--- config.mk ---
export PLATFORM = sky130hd
export DESIGN_NAME = lscc_front
export DESIGN_NICKNAME = d
export VERILOG_FILES = /design/src/rtl/lscc_pkg.sv /design/src/rtl/lscc_front.sv
export SDC_FILE = /design/constraint.sdc
export NUM_CORES = 1
export LEC_CHECK = 0
export ABC_AREA = 1
export BUFFER_PORTS_ARGS = -buffer_cell sky130_fd_sc_hd__clkbuf_2
export CORE_ASPECT_RATIO = 1.2
export CORE_MARGIN = 2
export CORE_UTILIZATION = 30
export CTS_CLUSTER_DIAMETER = 100
export DETAILED_ROUTE_END_ITERATION = 10
export GPL_ROUTABILITY_DRIVEN = 0
export PLACE_DENSITY_LB_ADDON = 0.2
export SLEW_MARGIN = 10
export SYNTH_ARGS = -nofsm -noshare
export SYNTH_HDL_FRONTEND = slang
export SYNTH_SLANG_ARGS = --single-unit
--- constraint.sdc ---
create_clock -name clk -period 10.02 [get_ports clk]
set_input_delay 0.501 -clock clk [delete_from_list [all_inputs] [get_ports clk]]
set_output_delay 0.501 -clock clk [all_outputs]
set_load 0.02 [all_outputs]
--- src/rtl/lscc_pkg.sv ---
// Shared types, constants and helpers for the link speed code converter.
// No dependencies; used by every module in rtl/.
package lscc_pkg;

  localparam int SPEED_W     = 32;  // raw speed input width
  localparam int CODE_W      = 8;   // speed code width
  localparam int X_W         = 29;  // working speed width (range checked value)
  localparam int E_W         = 3;   // exponent width
  localparam int MANT_W      = 5;   // mantissa-minus-one width
  localparam int POW_W       = 24;  // holds 10^7
  localparam int DEC_W       = 29;  // decoded speed width
  localparam int STEPS       = 7;   // divide-by-ten iterations
  localparam int RECIP_W     = 32;
  localparam int PROD_W      = X_W + RECIP_W;
  localparam int RECIP_SHIFT = 35;

  localparam logic [SPEED_W-1:0] SPEED_MAX  = 32'd320000000;
  localparam logic [X_W-1:0]     MANT_LIMIT = 29'd32;
  localparam logic [E_W-1:0]     EXP_MAX    = 3'd7;
  // ceil(2^35 / 10): exact floor(x/10) for any 32-bit x
  localparam logic [RECIP_W-1:0] RECIP      = 32'hCCCCCCCD;

  localparam logic CMD_ENCODE = 1'b0;
  localparam logic CMD_DECODE = 1'b1;

  // One conversion in flight
  typedef struct packed {
    logic             cmd;
    logic             bad;   // zero or out-of-range speed
    logic [X_W-1:0]   x;     // speed being reduced
    logic [E_W-1:0]   e;     // exponent so far
    logic [DEC_W-1:0] dec;   // decoded speed
  } item_t;

  function automatic logic [POW_W-1:0] pow10(input logic [E_W-1:0] e);
    logic [POW_W-1:0] p;
    unique case (e)
      3'd0: p = 24'd1;
      3'd1: p = 24'd10;
      3'd2: p = 24'd100;
      3'd3: p = 24'd1000;
      3'd4: p = 24'd10000;
      3'd5: p = 24'd100000;
      3'd6: p = 24'd1000000;
      3'd7: p = 24'd10000000;
      default: p = 24'd0;
    endcase
    return p;
  endfunction

endpackage

--- src/rtl/lscc_front.sv ---
// Entry stage: range check of the speed and full decode of the code.
// Depends on lscc_pkg.
module lscc_front (
  input  logic                          clk,
  input  logic                          rst,
  input  logic                          in_vld,
  input  logic                          cmd,
  input  logic [lscc_pkg::SPEED_W-1:0]  speed_in,
  input  logic [lscc_pkg::CODE_W-1:0]   code_in,
  output logic                          out_vld,
  output lscc_pkg::item_t               out_item
);

  logic [lscc_pkg::MANT_W:0]     mant;
  logic [lscc_pkg::POW_W-1:0]    scale;
  logic [lscc_pkg::MANT_W+lscc_pkg::POW_W:0] prod;

  assign mant  = {1'b0, code_in[lscc_pkg::CODE_W-1:lscc_pkg::E_W]} + 6'd1;
  assign scale = lscc_pkg::pow10(code_in[lscc_pkg::E_W-1:0]);
  assign prod  = 30'(mant) * 30'(scale);

  always_ff @(posedge clk) begin
    if (rst) begin
      out_vld <= 1'b0;
    end else begin
      out_vld <= in_vld;
    end
    out_item.cmd <= cmd;
    out_item.bad <= (speed_in == '0) || (speed_in > lscc_pkg::SPEED_MAX);
    out_item.x   <= speed_in[lscc_pkg::X_W-1:0];
    out_item.e   <= '0;
    out_item.dec <= prod[lscc_pkg::DEC_W-1:0];
  end

endmodule

# Word-level counts from Yosys, hierarchy flattened
# Memory sizes are Yosys's and may differ from the RTL's.
# Cells that the tools add are included.
# totals
inputBits,44
mem_bits_ro,168
word_cells,11
n_memories,1
out_inout_bits,64
ff_bits,61
# mem_list
name,depth,width,rd,rd_clocked_by_memory_dff,write_ports,line_no,rtl
(name not given),8,21,1,0,0,lscc_pkg.sv:37,unique case (e)
# op_classes
n_mul,1
addsub,1
reduce_logical,2
order_cmp,1
# ops
operator,n
"32-bit by 29-bit > comparator with 1-bit output, second input constant",1
32-bit zero test,1
6-bit by 24-bit multiplier with 29-bit output,1
"5-bit by 1-bit adder with 6-bit output, second input constant",1
1-bit logical OR,1

# Depth between registers and ports, before layout
# Gate-level depths: netlist of the first run.
# logic_depth
ltp_word,2
ltp_mapped,23
mapped_depth_nobuf,23

# Least setup slack after synthesis of the first run
# Ideal clock, no wire load.
# synth_path
path_kind,in2reg
start,in code_in[3] in the netlist's numbering
end,reg out_item[22] in the netlist's numbering
cell_stages,19
path_buffers,1
setup_time_ps,114
required_time_ps,9906
t_arrival_ps,4024
setup_slack_ps,5882
path_cell_list,ha_1 > xor2_1 > inv_1 > buf_2 > nor2_1 > fa_1 > fa_1 > inv_1 > fa_1 > inv_1 > ha_1 > nand2_1 > inv_1 > a21oi_1 > nor2_1 > nor2_1 > nand3_1 > nand2_1 > nand2_1
# synth_between
elab_chain_len,2
# synth_rtl
item,line_no,rtl
start: declaration,lscc_front.sv:9,"input logic [lscc_pkg::CODE_W-1:0] code_in,"
5-bit by 1-bit adder with 6-bit output,lscc_front.sv:18,"assign mant = {1'b0, code_in[lscc_pkg::CODE_W-1:lscc_pkg::E_W]} + 6'd1;"
6-bit by 24-bit multiplier with 29-bit output,lscc_front.sv:20,assign prod = 30'(mant) * 30'(scale);
via prod (one bit),lscc_front.sv:16,logic [lscc_pkg::MANT_W+lscc_pkg::POW_W:0] prod;
end: declaration,lscc_front.sv:11,output lscc_pkg::item_t out_item
# The timed path passes the listed nets, and every way through them passes these cells.
# A chain may end at the register's enable or synchronous reset.

# Worst setup path after layout of the first run
# Ends and elaborated chain as after synthesis.

==> results, run 1 <==
- The flow ran to the end, and the final reports show no timing, DRC or antenna violations.
- The number of placed I/O pins is 108.
- The slowest cell on the critical path is sky130_fd_sc_hd__fa_1.
- The leading cell type in the layout, fill and taps excluded is sky130_fd_sc_hd__inv_1.
- The signal on the critical path passes through clkbuf_2 -> ha_1 -> nand3_1 -> nand2_1 -> nand2_1 -> nor2_1 -> inv_1 -> fa_1 -> inv_1 -> fa_1 -> inv_1 -> fa_1 -> inv_1 -> ha_1 -> nand4_1 -> nor3_1 -> nand3b_1 -> nand4_1 -> nand2_1.
- After synthesis, the netlist uses 36 different library cells.
- The core area is 19,620 µm².
- The worst hold slack is 0.2669 ns.
- The upper clock frequency limit is roughly 0.2 GHz.
- The slew at the pin closest to its max-slew limit is 0.5926 ns.
- The total wirelength of the detailed-routed design is 15.31 mm.
- The tree is rooted in a sky130_fd_sc_hd__clkbuf_16.
- The post-route non-filler standard cell count is 1,181.
- STA classifies the critical path endpoint as a flip-flop.
- For this run, design rule violations remaining after detail routing come to 0.
- The clock network accounts for roughly 29% of the total power.
- The count of endpoints failing hold in the final timing report is 0.
- The number of pins exceeding their max-slew limit in the final report is 0.
- The number of setup buffers added after CTS is 0.
- The minimum clock period is 4.906 ns.
- The floorplan step defined a die boundary enclosing 21,160 µm².
- Across all layers, the routed design uses 4,995 vias.
- In this run, the number of DRC markers left after iteration 0 of detailed routing was 187.
- The total CTS buffers is 9.
- Yosys printed 0 warnings.
- The hold-fix buffer count after cts is 0.
- Clock-pin slew was measured on the worst setup and hold paths at 0.05 ns.
- The fraction of final layout cells with drive strength greater than 1 is 15.87%.
- The die is around 130 µm wide.
- The pre-CTS worst setup slack is 4.734 ns.
- The initial standard-cell utilization of the core is 30.60%.
- The sequential cell fraction of total power is 29.2%.
- The via count of the first global-routing pass is 5,076.
- The post-synthesis sequential element count is 61.
- The largest fanout on the critical path is 19.
- The mapped netlist covers 6003 µm².
- Summed over all layers, the global routing overflow is 0.
- The net count of the finished layout is ~1,100.
- The post-cts sizing count is 0.
- The net load switching power is 0.4117 mW.
- The max-capacitance violation count is 0.
- During placement, the flow inserted port buffers numbering approximately 100.
- The number of detailed-routing iterations run before antenna repair is 4.
- The vertical die dimension is 159.0 µm.
- The initial antenna violation count is 0.
- The sink count of the clock tree is 61.
- Entering global routing, the biggest net connects 20 pins.
- A synthesized cell averages 7.402 µm².
- For this run, the register share of the synthesized area comes to about a fifth.
- The worst setup path is launched from an input pin.
- The leakage power is 3.894 nW.
- Synthesis produced a netlist whose cell count is just over 800.
- The register area is ~1200 µm².
- The worst pin sits at a relative slew slack of around three fifths.
- The delay of the slowest critical-path stage is roughly 0.55 ns.
- Setup violations remaining at the end of the flow were counted as 0.
- The number of cells in the design after placement is 1,165.
- The average wire per standard cell is between 10 and 15 µm.
- In the final layout, the multi-input gates occupy 3969 µm².
- The first global-routing pass estimated ~25 mm of wire.
- The area overhead of the layout relative to synthesis is 17.78%.
- Global routing used 14.97% of the available tracks.
- Across the VDD grid, the largest voltage drop is 0.00008127 V.
- The data required time at the worst endpoint is 10.24 ns.
- The number of antenna diodes in the final layout is 0.
- The detail route stage leaves a number of antenna-violating nets equal to 0.
- The floorplan has 56 rows.
- Detailed placement ended at an HPWL of 13.29 mm.
- The switching portion of total power is 40.77%.
- The internal portion of the total power is 0.5981 mW.
- Setup repair after global routing left no endpoint under its margin.
- The type of the most critical hold path is input pin to flip-flop.
- In this design, the critical path's most frequently occurring cell is sky130_fd_sc_hd__inv_1.
- In the layout the commonest cells are 197 x sky130_fd_sc_hd__inv_1, 164 x sky130_fd_sc_hd__nand2_1, 125 x sky130_fd_sc_hd__nor2_1.
- The TritonCTS clock tree is yes.
- Combinational cells account for 42.0% of the total power.
- The fill cell total of the finished layout is 2,162.
- The data arrival at the endpoint of the critical path is 5.13 ns.
- Dividing total power by cell area gives a power density of 142.8 nW/µm².
- The kind of critical path is input pin to flip-flop.
- Once routing completed, OpenROAD measured the worst setup slack at about 5 ns.
- The H-tree depth is 3.
- Dividing the final minimum period by the clock period gives between 40% and 50%.
- The maximum buffer depth of the clock tree is 2.
- The final-layout setup total negative slack is 0 ns.
- The via density per instance is 4.229.
[path summary, 6_finish.rpt]
check,from,endpoint,cells after the start
max,code_in[3],out_item[22],19
min,cmd,out_item[62],1
[Yosys cell counts, drive strengths merged]
library cell,number,share of area [%]
a21o,1,0.13
nor3,7,0.75
a21oi,20,1.7
dfxtp,61,20
fa,73,24
inv,199,12
a31o,1,0.15
xor2,11,1.6
ha,49,10
o21bai,2,0.25
clkbuf,3,0.19
conb,1,0.062
buf,10,1.0
xnor2,5,0.73
nand3,31,2.8
and3,2,0.21
o21ai,7,0.65
nor4,1,0.10
nor2,134,9.0
or2,5,0.52
nand2,169,11
nand3b,1,0.13
and2,4,0.42
nand4,13,1.4
a21boi,1,0.19
[power groups by stage]
| stage | logic (mW) | registers, mW | clock network (mW) |
|---|---|---|---|
| 2_1_floorplan | 0.251 | 0.352 | 0 |
| 3_5_place_dp | 0.428 | 0.301 | 0 |
| 6_report | 0.424 | 0.295 | 0.291 |
| 4_1_cts | 0.431 | 0.296 | 0.303 |
| 3_3_place_gp | 0.430 | 0.300 | 0 |
| 5_1_grt | 0.482 | 0.299 | 0.314 |
[final cells by class]
class	count	area share (%)
Clock inverter	6	0.6724
Clock buffer	10	3.380
Timing Repair Buffer	104	7.362
Tap cell	261	4.619
Inverter	199	10.56
Sequential cell	61	17.27
Multi-Input combinational cell	540	56.13
[kinds of logic (layout without fill, tap and decap cells)]
group	count (synthesis)	in the layout	share of synthesized area (%)
simple gates	367	367	26.01
buf+inv	212	319	13.67
fa+ha+maj	122	122	34.56
flops	61	61	20.34
compound gates	32	32	3.022
xor+xnor	16	16	2.334
other cells	1	3	0.06247
[state kept, by name (all words and copies together) (netlist names)]
register / cells
out_item: 60
out_vld: 1
[stage by stage]
step | cell area, µm² | util [%] | power (mW)
detailed placement | 6784 | 34.58 | 0.7294
CTS | 7071 | 36.04 | 1.030
global placement | 6784 | 34.58 | 0.7302
global route | 7071 | 36.04 | 1.096
floorplan | 6011 | - | 0.6030
finish | 7071 | 36.04 | 1.010
[critical path, delay by kind of cell]
kind | cells | cell delay [ns]
fa+ha+maj | 5 | 2.27
buf+inv | 5 | 0.63
simple gates | 9 | 1.72
[layer usage]
| metal | share of wire, % | GRT usage, % |
|---|---|---|
| met2 | 47 | 26.02 |
| met3 | 5.3 | 2.706 |
| met4 | 3.2 | 6.625 |
| met1 | 44 | 18.02 |
| met5 | 0 | 0 |
(Power assumes the default switching activity.)
==> run 2: changes to the inputs <==
==> constraint.sdc (replaced) <==
create_clock -name clk -period 5 [get_ports clk]
set_input_delay 0.25 -clock clk [delete_from_list [all_inputs] [get_ports clk]]
set_output_delay 0.25 -clock clk [all_outputs]
set_load 0.02 [all_outputs]
==> results, run 2 (synthesized netlist as in run 1, its figures left out) <==
- Static timing analysis puts the maximum clock frequency at 0.2364 GHz.
- The number of cells in the design after placement was 1,170 (+0.43%).
- The delay of the slowest critical-path stage came to 0.55 ns (about the same).
- The type of the most critical hold path is input pin to flip-flop.
- The count of input and output buffers came to 104 (unchanged).
- The run finished with clean final reports.
- The library cell used most frequently in the layout, excluding fill and tap cells, is sky130_fd_sc_hd__inv_1.
- The layout net count is 1,087 (+0.56%).
- The largest fanout on the critical path is 18 (-1).
- The power per cell area is 290.4 nW/µm² (+100%).
- The residual antenna-violating net count after detailed routing is 0 (unchanged).
- The H-tree depth is 3 (unchanged).
- The via count of the first global-routing pass is 5,221 (+2.9%).
- The critical path goes through clkbuf_2 -> buf_4 -> a31o_2 -> nand2_1 -> nor2_1 -> fa_1 -> fa_1 -> inv_1 -> fa_1 -> inv_1 -> ha_1 -> nand2_1 -> inv_1 -> a21oi_1 -> nor2_1 -> nor2_1 -> nand3_1 -> nand2_1 -> nand2_1.
- The top cell types in the final layout, fill and taps aside, are 197 x sky130_fd_sc_hd__inv_1, 164 x sky130_fd_sc_hd__nand2_1, 125 x sky130_fd_sc_hd__nor2_1.
- Clock tree synthesis selected as its root buffer the cell sky130_fd_sc_hd__clkbuf_16.
- The data arrival at the endpoint of the critical path was 4.45 ns (-0.68 ns).
- The slowest cell on the critical path is sky130_fd_sc_hd__fa_1.
- The largest registers in the layout are out_item x60, out_vld x1.
- The CTS clock-pin slew for the worst setup and hold paths is 0.05 ns (about the same).
- The core area was 19,620 µm² (unchanged).
- The wire length of the first global-routing pass is 26.00 mm (+4.2%).
- The largest vdd supply drop came to 0.0001566 V (+93%).
- The via density per instance was 4.261 (+0.75%).
- The number of diodes added for antenna fixing is 0 (unchanged).
- The vertical die dimension is 159.0 µm (unchanged).
- The flip-flop count of the largest register after layout is 60 (unchanged).
- The critical path is of the input pin to flip-flop type.
- The number of placement rows is 56 (unchanged).
- The number of placed I/O pins is 108 (unchanged).
- The post-cts sizing count is 0 (unchanged).
- The initial standard-cell utilization of the core was 30.60% (unchanged).
- The leakage power came to 3.943 nW (+1.3%).
- The total overflow reported by the global router was 0 (unchanged).
- The total CTS buffers is 9 (unchanged).
- The initial antenna violation count is 0 (unchanged).
- The max-capacitance violation count was 0 (unchanged).
- The maximum buffer depth of the clock tree is 2 (unchanged).
- The final-layout setup total negative slack was 0 ns (unchanged).
- The iteration-0 DRC count of the detailed router is 166 (-11%).
- The fraction of final layout cells with drive strength greater than 1 is 16.22% (+0.35 points).
- The number of pins exceeding their max-slew limit in the final report is 0 (unchanged).
- The post-route non-filler standard cell count came to 1,186 (+0.42%).
- The data required time at the worst endpoint is 5.22 ns (-5.02 ns).
- Setup repair after global routing left no endpoint under its margin.
- The final core area utilization is 36.35% (+0.31 points).
- The total via count in the routed design is 5,054 (+1.2%).
- The slew at the pin closest to its max-slew limit is 0.5869 ns (-0.005711 ns).
- The total half-perimeter wirelength after legalization and detailed placement came to 13.64 mm (+2.6%).
- The area overhead of the layout relative to synthesis is 18.80%.
- The DRC violations left is 0 (unchanged).
- The total die area is 21,160 µm² (unchanged).
- The global-route usage over all layers is 15.53% (+0.56 points).
- The maximum number of pins on one net before global-route repair came to 19 (-5.0%).
- The fill cell total of the finished layout came to 2,146 (-0.74%).
- The average wire per standard cell is 13.20 µm (+1.8%).
- The sink count of the clock tree is 61 (unchanged).
- The cell that appears most often on the critical path is sky130_fd_sc_hd__nand2_1.
- The worst slew slack as a fraction of its limit is 60.78% (+0.33 points).
- The chip width is 133.1 µm (unchanged).
- STA classifies the critical path startpoint as an input pin.
- The total wirelength of the detailed-routed design came to 15.66 mm (+2.2%).
- The portion of the clock cycle consumed by the worst path in the final layout is 84.60%.
- The endpoint class of the critical path is a flip-flop.
- TritonCTS built the clock tree.
- After layout, the minimum clock period comes to approximately 4.2 ns.
- The number of detailed-routing iterations run before antenna repair came to 4 (unchanged).
- The count of endpoints failing hold in the final timing report is 0 (unchanged).
- The count of final setup violators is 0 (unchanged).
- The register with the most flip-flops in the final layout is out_item.
## run 2: changes by cell type in the layout (fill, tap and decap cells not counted)
cell	change
sky130_fd_sc_hd__clkinvlp_4	-3
sky130_fd_sc_hd__bufinv_16	+1
sky130_fd_sc_hd__dlygate4sd3_1	+1
sky130_fd_sc_hd__inv_6	-1
sky130_fd_sc_hd__buf_4	+5
sky130_fd_sc_hd__clkinv_4	-1
sky130_fd_sc_hd__clkinv_2	+2
sky130_fd_sc_hd__clkbuf_8	+1
## run 2: final cells by class
cell class              count  area, µm²  share of cell area (%)
flip-flops and latches     61       1221                   17.12
multi-input cells         540       3969                   55.65
clock inverters             4      47.55                  0.6667
repair buffers            110      568.0                   7.965
inverters                 199      747.0                   10.47
clock buffers              11      252.7                   3.544
well taps                 261      326.6                   4.579
## run 2: worst paths after layout
check / start / to / slack [ns] / cells after the start
max: code_in[3] / out_item[22] / 0.77 / 19
min: speed_in[1] / out_item[33] / 0.03 / 1
## run 2: per-stage QoR
stage                     total power, mW  hold slack (ns)  area, µm²  setup WS, ns
after floorplan                     1.208           0.2777       6011         1.113
after global placement              1.473           0.3552       6822        0.3538
after detailed placement            1.474           0.3548       6822        0.4110
after CTS                           2.114          0.01327       7132        0.7579
after global routing                2.236          0.02219       7132        0.4454
final                               2.071          0.03052       7132        0.7701
## run 2: layer usage
layer	vias to the layer above	GRT usage [%]	share of wire (%)
met3	25	2.770	5.3
li1	2602	-	-
met2	144	27.39	48
met4	0	6.431	3.0
met5	-	0	0
met1	2283	18.56	44
## run 2: repair_timing
action | CTS | global route
hold buffers | 1 | 0
hold endpoints to repair | 1 | 0
setup buffers | 0 | 0
## run 2: where the power goes
group	leakage (nW)	internal (mW)	switching, mW
clock	0.147	0.407	0.215
combinational	3.28	0.284	0.573
sequential	0.511	0.570	0.0214
## run 2: critical path: cells and delay by family
kind	cells	cell delay, ns
adders and majority gates	4	1.94
and+or+nand+nor	8	1.37
AOI/OAI and AO/OA	2	0.38
buffers and inverters	5	0.49
